File: config.mk
export PLATFORM = sky130hd
export DESIGN_NAME = stair_light_fade_sequencer_unit
export DESIGN_NICKNAME = d
export VERILOG_FILES = /design/src/rtl/slfs_pkg.sv /design/src/rtl/slfs_cfg_regs.sv /design/src/rtl/slfs_core.sv /design/src/rtl/stair_light_fade_sequencer_unit.sv
export SDC_FILE = /design/constraint.sdc
export NUM_CORES = 1
export LEC_CHECK = 0
export BUFFER_PORTS_ARGS = -buffer_cell sky130_fd_sc_hd__buf_2
export CORE_MARGIN = 2
export CORE_UTILIZATION = 30
export CTS_CLUSTER_DIAMETER = 50
export DETAILED_ROUTE_END_ITERATION = 6
export GPL_TIMING_DRIVEN = 0
export PLACE_DENSITY = 0.59
export REMOVE_ABC_BUFFERS = 1
export SETUP_SLACK_MARGIN = 0.2
export SKIP_CTS_REPAIR_TIMING = 1
export SLEW_MARGIN = 20
export SYNTH_ARGS = -nofsm -noshare
export SYNTH_HDL_FRONTEND = slang
export SYNTH_HIERARCHICAL = 1
export SYNTH_SLANG_ARGS = --single-unit
File: constraint.sdc
create_clock -name clk -period 5.1 [get_ports clk]
set_clock_uncertainty 0.15 [all_clocks]
set_input_delay 0.51 -clock clk [delete_from_list [all_inputs] [get_ports clk]]
set_output_delay 0.51 -clock clk [all_outputs]
set_load 0.01 [all_outputs]
File: src/rtl/slfs_pkg.sv
`timescale 1ns / 1ps
// Package for the stair light fade sequencer: codes, defaults and shared types.
// No dependencies; imported by every module of the block.
package slfs_pkg;

	localparam int unsigned NUM_STEPS_DEF  = 14;
	localparam int unsigned FULL_SCALE_DEF = 4000;

	localparam int unsigned CMD_W   = 2;
	localparam int unsigned DIST_W  = 13;
	localparam int unsigned CHAN_W  = 4;
	localparam int unsigned LEVEL_W = 12;
	localparam int unsigned DELAY_W = 16;
	localparam int unsigned TICK_W  = 8;
	localparam int unsigned GAP_W   = 10;
	localparam int unsigned IDX_W   = 3;
	localparam int unsigned WDATA_W = 16;

	localparam logic [DIST_W-1:0]  THR_TOP_RST    = 13'd100;
	localparam logic [DIST_W-1:0]  THR_BOTTOM_RST = 13'd100;
	localparam logic [DELAY_W-1:0] OFF_DELAY_RST  = 16'd10000;
	localparam logic [LEVEL_W-1:0] UP_STEP_RST    = 12'd80;
	localparam logic [LEVEL_W-1:0] DOWN_STEP_RST  = 12'd30;
	localparam logic [TICK_W-1:0]  TICK_DELAY_RST = 8'd2;
	localparam logic [GAP_W-1:0]   GAP_RST        = 10'd250;

	typedef enum logic [CMD_W-1:0] {
		CMD_TICK   = 2'd0,
		CMD_TOP    = 2'd1,
		CMD_BOTTOM = 2'd2
	} cmd_t;

	typedef enum logic [IDX_W-1:0] {
		REG_THR_TOP    = 3'd0,
		REG_THR_BOTTOM = 3'd1,
		REG_OFF_DELAY  = 3'd2,
		REG_UP_STEP    = 3'd3,
		REG_DOWN_STEP  = 3'd4,
		REG_TICK_DELAY = 3'd5,
		REG_STAIR_GAP  = 3'd6
	} reg_idx_t;

	typedef enum logic [1:0] {
		MODE_IDLE = 2'd0,
		MODE_UP   = 2'd1,
		MODE_LIT  = 2'd2,
		MODE_DOWN = 2'd3
	} mode_t;

	typedef struct packed {
		logic [DIST_W-1:0]  thr_top;
		logic [DIST_W-1:0]  thr_bottom;
		logic [DELAY_W-1:0] off_delay;
		logic [LEVEL_W-1:0] up_step;
		logic [LEVEL_W-1:0] down_step;
		logic [TICK_W-1:0]  tick_delay;
		logic [GAP_W-1:0]   stair_gap;
	} cfg_t;

	typedef struct packed {
		logic               valid;
		logic [CHAN_W-1:0]  channel;
		logic [LEVEL_W-1:0] level;
		logic               lights_on;
	} res_t;

endpackage

File: src/rtl/slfs_cfg_regs.sv
`timescale 1ns / 1ps
// Configuration register file of the stair light fade sequencer.
// Depends on slfs_pkg for register indexes, widths and reset values.
module slfs_cfg_regs
	import slfs_pkg::*;
(
	input  logic               clk,
	input  logic               arst_n,
	input  logic               cfg_we,
	input  logic [IDX_W-1:0]   cfg_index,
	input  logic [WDATA_W-1:0] cfg_wdata,
	output cfg_t               cfg
);

	cfg_t cfg_q;

	always_ff @(posedge clk or negedge arst_n) begin
		if (!arst_n) begin
			cfg_q.thr_top    <= THR_TOP_RST;
			cfg_q.thr_bottom <= THR_BOTTOM_RST;
			cfg_q.off_delay  <= OFF_DELAY_RST;
			cfg_q.up_step    <= UP_STEP_RST;
			cfg_q.down_step  <= DOWN_STEP_RST;
			cfg_q.tick_delay <= TICK_DELAY_RST;
			cfg_q.stair_gap  <= GAP_RST;
		end else if (cfg_we) begin
			case (cfg_index)
				REG_THR_TOP:    cfg_q.thr_top    <= cfg_wdata[DIST_W-1:0];
				REG_THR_BOTTOM: cfg_q.thr_bottom <= cfg_wdata[DIST_W-1:0];
				REG_OFF_DELAY:  cfg_q.off_delay  <= cfg_wdata[DELAY_W-1:0];
				REG_UP_STEP:    cfg_q.up_step    <= cfg_wdata[LEVEL_W-1:0];
				REG_DOWN_STEP:  cfg_q.down_step  <= cfg_wdata[LEVEL_W-1:0];
				REG_TICK_DELAY: cfg_q.tick_delay <= cfg_wdata[TICK_W-1:0];
				REG_STAIR_GAP:  cfg_q.stair_gap  <= cfg_wdata[GAP_W-1:0];
				default: ;
			endcase
		end
	end

	assign cfg = cfg_q;

endmodule

File: src/rtl/slfs_core.sv
`timescale 1ns / 1ps
// Sequencer state and single-pass update logic: trigger, ramp, gaps, timer.
// Depends on slfs_pkg for codes, the config struct and the result struct.
module slfs_core
	import slfs_pkg::*;
#(
	parameter int unsigned NUM_STEPS  = NUM_STEPS_DEF,
	parameter int unsigned FULL_SCALE = FULL_SCALE_DEF
) (
	input  logic              clk,
	input  logic              arst_n,
	input  logic              proc_en,
	input  logic [CMD_W-1:0]  cmd,
	input  logic [DIST_W-1:0] dist_mm,
	input  cfg_t              cfg,
	output res_t              res
);

	localparam logic [LEVEL_W-1:0] FS       = LEVEL_W'(FULL_SCALE);
	localparam logic [CHAN_W:0]    STEPS    = (CHAN_W + 1)'(NUM_STEPS);
	localparam logic [CHAN_W-1:0]  LAST_CH  = CHAN_W'(NUM_STEPS - 1);

	mode_t              mode_q, mode_n, e_mode;
	logic               asc_q, asc_n;
	logic [CHAN_W-1:0]  step_q, step_n, e_step;
	logic [LEVEL_W-1:0] ramp_q, ramp_n, e_ramp;
	logic [GAP_W-1:0]   wait_q, wait_n;
	logic [DELAY_W-1:0] since_q, since_n, since_inc;
	logic               emit;
	logic [DIST_W-1:0]  thr;
	logic [LEVEL_W-1:0] stp;
	logic [LEVEL_W:0]   ramp_sum;

	always_comb begin
		since_inc = (since_q == '1) ? since_q : since_q + 1'b1;
		thr       = (cmd == CMD_TOP) ? cfg.thr_top : cfg.thr_bottom;
	end

	always_comb begin
		mode_n  = mode_q;
		asc_n   = asc_q;
		step_n  = step_q;
		ramp_n  = ramp_q;
		wait_n  = wait_q;
		since_n = since_q;
		e_mode  = mode_q;
		e_step  = step_q;
		e_ramp  = ramp_q;
		emit    = 1'b0;
		if (proc_en) begin
			case (cmd)
				CMD_TOP, CMD_BOTTOM: begin
					if (mode_q == MODE_IDLE && dist_mm < thr) begin
						asc_n   = (cmd == CMD_BOTTOM);
						since_n = '0;
						e_mode  = MODE_UP;
						e_step  = '0;
						e_ramp  = '0;
						emit    = 1'b1;
					end
				end
				CMD_TICK: begin
					since_n = since_inc;
					case (mode_q)
						MODE_LIT: begin
							if (since_inc > cfg.off_delay) begin
								e_mode = MODE_DOWN;
								e_step = '0;
								e_ramp = '0;
								emit   = 1'b1;
							end
						end
						MODE_UP, MODE_DOWN: begin
							if (wait_q > GAP_W'(1)) begin
								wait_n = wait_q - 1'b1;
							end else if (ramp_q >= FS) begin
								ramp_n = '0;
								if ({1'b0, step_q} + 1'b1 >= STEPS) begin
									step_n = '0;
									wait_n = '0;
									mode_n = (mode_q == MODE_UP) ? MODE_LIT : MODE_IDLE;
								end else begin
									step_n = step_q + 1'b1;
									wait_n = cfg.stair_gap;
								end
							end else begin
								emit = 1'b1;
							end
						end
						default: ;
					endcase
				end
				default: ;
			endcase
		end
		stp      = (e_mode == MODE_UP) ? cfg.up_step : cfg.down_step;
		stp      = (stp == '0) ? LEVEL_W'(1) : stp;
		ramp_sum = {1'b0, e_ramp} + {1'b0, stp};
		if (emit) begin
			mode_n = e_mode;
			step_n = e_step;
			ramp_n = (ramp_sum >= {1'b0, FS}) ? FS : ramp_sum[LEVEL_W-1:0];
			wait_n = GAP_W'(cfg.tick_delay);
		end
	end

	always_comb begin
		res.valid     = emit;
		res.channel   = asc_n ? e_step : LAST_CH - e_step;
		res.level     = (e_mode == MODE_UP) ? e_ramp : FS - e_ramp;
		res.lights_on = (e_mode != MODE_IDLE);
	end

	always_ff @(posedge clk or negedge arst_n) begin
		if (!arst_n) begin
			mode_q  <= MODE_IDLE;
			asc_q   <= 1'b0;
			step_q  <= '0;
			ramp_q  <= '0;
			wait_q  <= '0;
			since_q <= '0;
		end else begin
			mode_q  <= mode_n;
			asc_q   <= asc_n;
			step_q  <= step_n;
			ramp_q  <= ramp_n;
			wait_q  <= wait_n;
			since_q <= since_n;
		end
	end

	a_ramp_bound: assert property (@(posedge clk) disable iff (!arst_n)
		ramp_q <= FS)
		else $error("ramp position beyond full scale");
	a_step_bound: assert property (@(posedge clk) disable iff (!arst_n)
		{1'b0, step_q} < STEPS)
		else $error("step index beyond channel count");
	a_idle_clean: assert property (@(posedge clk) disable iff (!arst_n)
		mode_q == MODE_IDLE |-> ramp_q == '0 && step_q == '0)
		else $error("idle with stale ramp state");
	a_emit_busy: assert property (@(posedge clk) disable iff (!arst_n)
		emit |=> mode_q == MODE_UP || mode_q == MODE_DOWN)
		else $error("write issued outside a fade");

endmodule

File: src/rtl/stair_light_fade_sequencer_unit.sv
`timescale 1ns / 1ps
// Top level of the stair light fade sequencer: input stage, result register.
// Depends on slfs_pkg, slfs_cfg_regs and slfs_core.
//
//  port group   direction  handshake            beat contents
//  item         in         item_valid/stall     command, distance_mm
//  res          out        res_valid/stall      channel, level, lights_on
//  cfg          in         cfg_we               cfg_index, cfg_wdata
//
// One beat accepted per cycle while item_stall is low; its result, if any,
// is offered from the result register. The sequencer state updates in one pass
// between the input stage and the result register. Reset clears the
// sequencer to idle and loads default configuration. res_stall holds the
// result register; item_stall rises only while the input stage holds a
// beat that cannot move.
module stair_light_fade_sequencer_unit
	import slfs_pkg::*;
#(
	parameter int unsigned NUM_STEPS  = NUM_STEPS_DEF,
	parameter int unsigned FULL_SCALE = FULL_SCALE_DEF
) (
	input  logic               clk,
	input  logic               arst_n,
	input  logic               item_valid,
	output logic               item_stall,
	input  logic [CMD_W-1:0]   command,
	input  logic [DIST_W-1:0]  distance_mm,
	output logic               res_valid,
	input  logic               res_stall,
	output logic [CHAN_W-1:0]  channel,
	output logic [LEVEL_W-1:0] level,
	output logic               lights_on,
	input  logic               cfg_we,
	input  logic [IDX_W-1:0]   cfg_index,
	input  logic [WDATA_W-1:0] cfg_wdata
);

	logic               valid_s1;
	logic [CMD_W-1:0]   cmd_s1;
	logic [DIST_W-1:0]  dist_s1;
	logic               proc_en;
	logic               res_open;
	cfg_t               cfg;
	res_t               res;
	logic               res_valid_q;
	logic [CHAN_W-1:0]  channel_q;
	logic [LEVEL_W-1:0] level_q;
	logic               lights_on_q;

	slfs_cfg_regs u_cfg (
		.clk       (clk),
		.arst_n    (arst_n),
		.cfg_we    (cfg_we),
		.cfg_index (cfg_index),
		.cfg_wdata (cfg_wdata),
		.cfg       (cfg)
	);

	slfs_core #(
		.NUM_STEPS  (NUM_STEPS),
		.FULL_SCALE (FULL_SCALE)
	) u_core (
		.clk     (clk),
		.arst_n  (arst_n),
		.proc_en (proc_en),
		.cmd     (cmd_s1),
		.dist_mm (dist_s1),
		.cfg     (cfg),
		.res     (res)
	);

	assign res_open   = !res_valid_q || !res_stall;
	assign proc_en    = valid_s1 && res_open;
	assign item_stall = valid_s1 && !res_open;

	always_ff @(posedge clk or negedge arst_n) begin
		if (!arst_n) begin
			valid_s1 <= 1'b0;
		end else if (item_valid && !item_stall) begin
			valid_s1 <= 1'b1;
		end else if (proc_en) begin
			valid_s1 <= 1'b0;
		end
	end

	always_ff @(posedge clk) begin
		if (item_valid && !item_stall) begin
			cmd_s1  <= command;
			dist_s1 <= distance_mm;
		end
	end

	always_ff @(posedge clk or negedge arst_n) begin
		if (!arst_n) begin
			res_valid_q <= 1'b0;
		end else if (res_open) begin
			res_valid_q <= proc_en && res.valid;
		end
	end

	always_ff @(posedge clk) begin
		if (proc_en && res.valid) begin
			channel_q   <= res.channel;
			level_q     <= res.level;
			lights_on_q <= res.lights_on;
		end
	end

	assign res_valid = res_valid_q;
	assign channel   = channel_q;
	assign level     = level_q;
	assign lights_on = lights_on_q;

	a_stall_held: assert property (@(posedge clk) disable iff (!arst_n)
		item_stall |-> valid_s1 && res_valid_q)
		else $error("input stalled with a free path");

endmodule

==> results.py <==
metrics = {
    "run_status": {
        "failing_checks": "negative setup slack",
        "result_of_the_run": "finished with violations",
    },
    "critical_path": {
        "timing.critical_path.arrival_ns": 5.70,
        "critical-path-top-cell-by-count": "sky130_fd_sc_hd__nand4_1",
        "crit_slowest_cell": "sky130_fd_sc_hd__a2111oi_4",
        "r2r_slack_ns": -0.43,
        "worst_setup_path_start_kind": "register",
        "cp_max_fo": 7,
        "required_ns": 5.27,
        "cells_along_the_critical_path": "and4_4, nand4_1, buf_6, nor4_4, buf_6, nor2_4, nand4_1, xnor2_2, ha_1, nand4_1, a2111oi_4, nor4_4, or3_4, and2_4, ha_4, inv_2, fa_2, nor2b_2, o31a_1, o31a_1, nor3_2, nand2b_4, nand4bb_4, a32o_1",
        "worstSetupEndpointType": "register",
        "setup.worst_path.class": "register to register",
        "cpPeakStageDelay_ns": 0.48,
    },
    "timing": {
        "max_slew.worst_pin.slew_ns": 1.06,
        "post-route-min-period_ns": 5.53,
        "layout_setup_ws_ns": -0.430,
        "finalCritPeriodShare_pct": 108,
        "timing.max_slew.rel_slack_pct": 29.4,
        "hold_viol_final": 0,
        "max_freq_ghz": 0.181,
        "final_setup_viols": 12,
        "slew_violations": 0,
        "whs_ns": 0.0991,
        "unrepaired_setup_endpoints_after_global_routing": "true",
    },
    "yosys": {
        "synth_edf_count": 32,
        "ys_types": 78,
        "postSynthAreaPerCell_um2": 11.3,
        "async_flop_share_pct": 80.4,
        "synth.yosys.seq_area_share_pct": 46.7,
        "synth_area_um2": 9140,
        "yosys_register_bits": 163,
        "prevailing_post_synth_register_cell": "sky130_fd_sc_hd__dfrtp_1",
        "yosys_warnings": 6,
        "netlist_instances": 808,
    },
    "global_routing": {
        "grt_start_max_net_pins": 79,
        "grt_antenna_before_repair": 0,
        "global_route_wire_length_before_repair_um": 33800,
        "grt.total_usage_pct": 13.7,
        "globalRouteOverflowTotal": 0,
        "first_global_vias": 6202,
    },
    "detailed_routing": {
        "ant_nets": 0,
        "finalWirelength_um": 22300,
        "remaining_drc_errors": 0,
        "drt-pass1-iter-count": 5,
        "route.detailed.wl_per_inst_um": 16.9,
        "route.vias.total": 6742,
        "viasPerCell": 5.10,
        "dr.first_iter.drc_count": 394,
    },
    "cells_and_area": {
        "final_core_utilization_pct": 37.6,
        "antennaDiodeCount": 0,
        "nets": 1009,
        "drive_above_1_share_pct": 37.8,
        "syn_to_final_growth_pct": 22.6,
        "sequential_cell_area_um2": 4270,
        "multi_input_combinational_cell_area_um2": 4960,
        "number_of_fill_cells_in_the_layout": 2910,
    },
    "cts": {
        "cts_max_path_buffers": 2,
        "clock_tree_from_tritoncts": "done",
        "total_clock_buffers_created_by_cts": 17,
        "clock-root-buffer": "sky130_fd_sc_hd__clkbuf_16",
        "cts_htree_levels": 4,
        "clk_transition_reported_paths_ns": 0.07,
        "clk_latency_ns": 0.43,
        "clock-sinks": 163,
    },
    "die": {
        "num_io_pins": 58,
        "die_width_um": 179,
        "floorplan.core_area_um2": 29800,
        "die_area_um2": 31900,
        "floorplan.rows": 63,
        "floorplan.die.height_um": 179,
        "initial_utilization_pct": 30.7,
    },
    "pwr": {
        "pwr_density_cell_nw_per_um2": 465,
        "vdd.ir_drop.worst_uv": 212,
        "finalPower_mw": 5.21,
        "static-leakage-power_nw": 4.68,
    },
    "placement": {
        "place_hpwl_um": 15000,
        "place.port_buffers": 57,
        "globalplace.congestion": 0.785,
    },
    "worst_hold_path": {
        "min_path_type": "input port to register",
    },
    "job": {
        "maxCapViolations": 0,
    },
}
-- worst max-delay path: cells and delay by family, from the launching register on --
family                     cells  cell delay, ns
AOI/OAI and AO/OA              4            1.39
adders and majority gates      3            0.69
DFF                            1            0.41
buffers and inverters          3            0.36
and+or+nand+nor               13            2.22
xor gates and xnor gates       1            0.21
-- where the power goes --
part           switching (mW)  internal [mW]  leakage (nW)
registers               0.225           1.64          1.87
clock network           0.569          0.629         0.242
logic                    1.07           1.08          2.56
total                    1.86           3.35          4.68
-- per-layer routing --
metal / vias to the layer above / wire [um] / global-route usage [%]
met4: 0 / 225 / 3.86
met2: 159 / 10100 / 20.4
met1: 3331 / 11000 / 20.2
met5: - / 0 / 0
li1: 3233 / - / -
met3: 19 / 946 / 2.37
-- flip-flops by register name, indices dropped and copies added (netlist names) --
signal	flops
valid_s1	1
u_core/asc_q	1
u_core/wait_q	10
channel	4
level	12
res_valid	1
dist_s1	13
u_cfg/cfg	84
lights_on	1
u_core/since_q	16
cmd_s1	2
u_core/ramp_q	12
u_core/step_q	4
u_core/mode_q	2
-- layout by cell type, fill, tap and decap left out, types with 7 or more instances in the layout --
| master | netlist | final |
|---|---|---|
| sky130_fd_sc_hd__a21o_1 | 8 | 7 |
| sky130_fd_sc_hd__nand4_1 | 15 | 15 |
| sky130_fd_sc_hd__nand3_1 | 13 | 10 |
| sky130_fd_sc_hd__edfxtp_1 | 32 | 32 |
| sky130_fd_sc_hd__ha_1 | 51 | 42 |
| sky130_fd_sc_hd__o21a_1 | 7 | 7 |
| sky130_fd_sc_hd__nor2_1 | 31 | 27 |
| sky130_fd_sc_hd__nor4_1 | 11 | 9 |
| sky130_fd_sc_hd__clkbuf_16 | 0 | 17 |
| sky130_fd_sc_hd__mux2_4 | 10 | 11 |
| sky130_fd_sc_hd__nand2_1 | 58 | 54 |
| sky130_fd_sc_hd__xor2_1 | 10 | 10 |
| sky130_fd_sc_hd__mux2_2 | 89 | 88 |
| sky130_fd_sc_hd__o21ai_0 | 25 | 19 |
| sky130_fd_sc_hd__a31oi_1 | 16 | 15 |
| sky130_fd_sc_hd__dfrtp_1 | 107 | 103 |
| sky130_fd_sc_hd__dfstp_2 | 24 | 24 |
| sky130_fd_sc_hd__xnor2_1 | 15 | 10 |
| sky130_fd_sc_hd__a21oi_1 | 46 | 42 |
| sky130_fd_sc_hd__and2_1 | 19 | 14 |
| sky130_fd_sc_hd__mux2i_1 | 17 | 17 |
| sky130_fd_sc_hd__buf_2 | 16 | 56 |
| sky130_fd_sc_hd__nor3_1 | 17 | 13 |
| sky130_fd_sc_hd__buf_4 | 4 | 50 |
| sky130_fd_sc_hd__nand2b_1 | 12 | 10 |
| sky130_fd_sc_hd__inv_1 | 39 | 37 |
-- worst paths after layout --
kind / from / endpoint / cells past startpoint
max: u_core/since_q[6]$_DFFE_PN0P_ / u_core/ramp_q[3]$_DFFE_PN0P_ / 24
min: distance_mm[10] / dist_s1[10]$_DFFE_PP_ / 1
max reg2reg: u_core/since_q[6]$_DFFE_PN0P_ / u_core/ramp_q[3]$_DFFE_PN0P_ / 24
min reg2reg: u_cfg/cfg[10]$_DFFE_PN0P_ / u_core/wait_q[0]$_DFFE_PN0P_ / 2
max in group asynchronous: arst_n / u_cfg/cfg[4]$_DFFE_PN1P_ / 3
min in group asynchronous: arst_n / u_core/since_q[14]$_DFFE_PN0P_ / 2
-- per-stage QoR --
| stage | instances | TNS [ns] | setup slack [ns] | instance area [um2] |
|---|---|---|---|---|
| floorplan | 781 | -12.94 | -0.510 | 8980 |
| global placement | 1228 | -75.01 | -2.17 | 9750 |
| detailed placement | 1232 | -19.57 | -1.68 | 9850 |
| CTS | 1264 | -19.91 | -1.70 | 10400 |
| global route | 1321 | -6.84 | -0.658 | 11200 |
| finish | 1321 | -4.25 | -0.430 | 11200 |
-- Yosys cell counts, types with 12 or more instances --
cell type / count / share of area, %
sky130_fd_sc_hd__ha_1: 51 / 7.0
sky130_fd_sc_hd__nor3_1: 17 / 0.93
sky130_fd_sc_hd__a21oi_1: 46 / 2.5
sky130_fd_sc_hd__nand2_1: 58 / 2.4
sky130_fd_sc_hd__a31oi_1: 16 / 1.1
sky130_fd_sc_hd__mux2i_1: 17 / 1.9
sky130_fd_sc_hd__nor2_1: 31 / 1.3
sky130_fd_sc_hd__nand4_1: 15 / 1.0
sky130_fd_sc_hd__nand2b_1: 12 / 0.82
sky130_fd_sc_hd__mux2_2: 89 / 11
sky130_fd_sc_hd__and2_1: 19 / 1.3
sky130_fd_sc_hd__dfrtp_1: 107 / 29
sky130_fd_sc_hd__nand3_1: 13 / 0.71
sky130_fd_sc_hd__xnor2_1: 15 / 1.4
sky130_fd_sc_hd__edfxtp_1: 32 / 11
sky130_fd_sc_hd__inv_1: 39 / 1.6
sky130_fd_sc_hd__buf_2: 16 / 0.88
sky130_fd_sc_hd__dfstp_2: 24 / 6.9
sky130_fd_sc_hd__o21ai_0: 25 / 1.4
-- cell families (layout without fill, tap and decap cells) --
group	count (synthesis)	count (layout)	share of synthesized area, %
buffers and inverters	66	187	3.35
adder cells (fa/ha/maj)	52	52	7.20
AO/OA/AOI/OAI	169	169	12.8
multiplexers	116	116	14.5
AND/OR/NAND/NOR	217	219	13.0
flip-flops	163	163	46.7
XOR/XNOR	25	25	2.40
-- cell type report --
cell class	count	area share, %
Multi-Input combinational cell	581	44.2
Clock inverter	13	0.894
Inverter	39	1.31
Timing Repair Buffer	116	7.17
Tap cell	390	4.36
Sequential cell	163	38.2
Clock buffer	19	3.87
No activity file was read; power rests on OpenSTA's default activity.
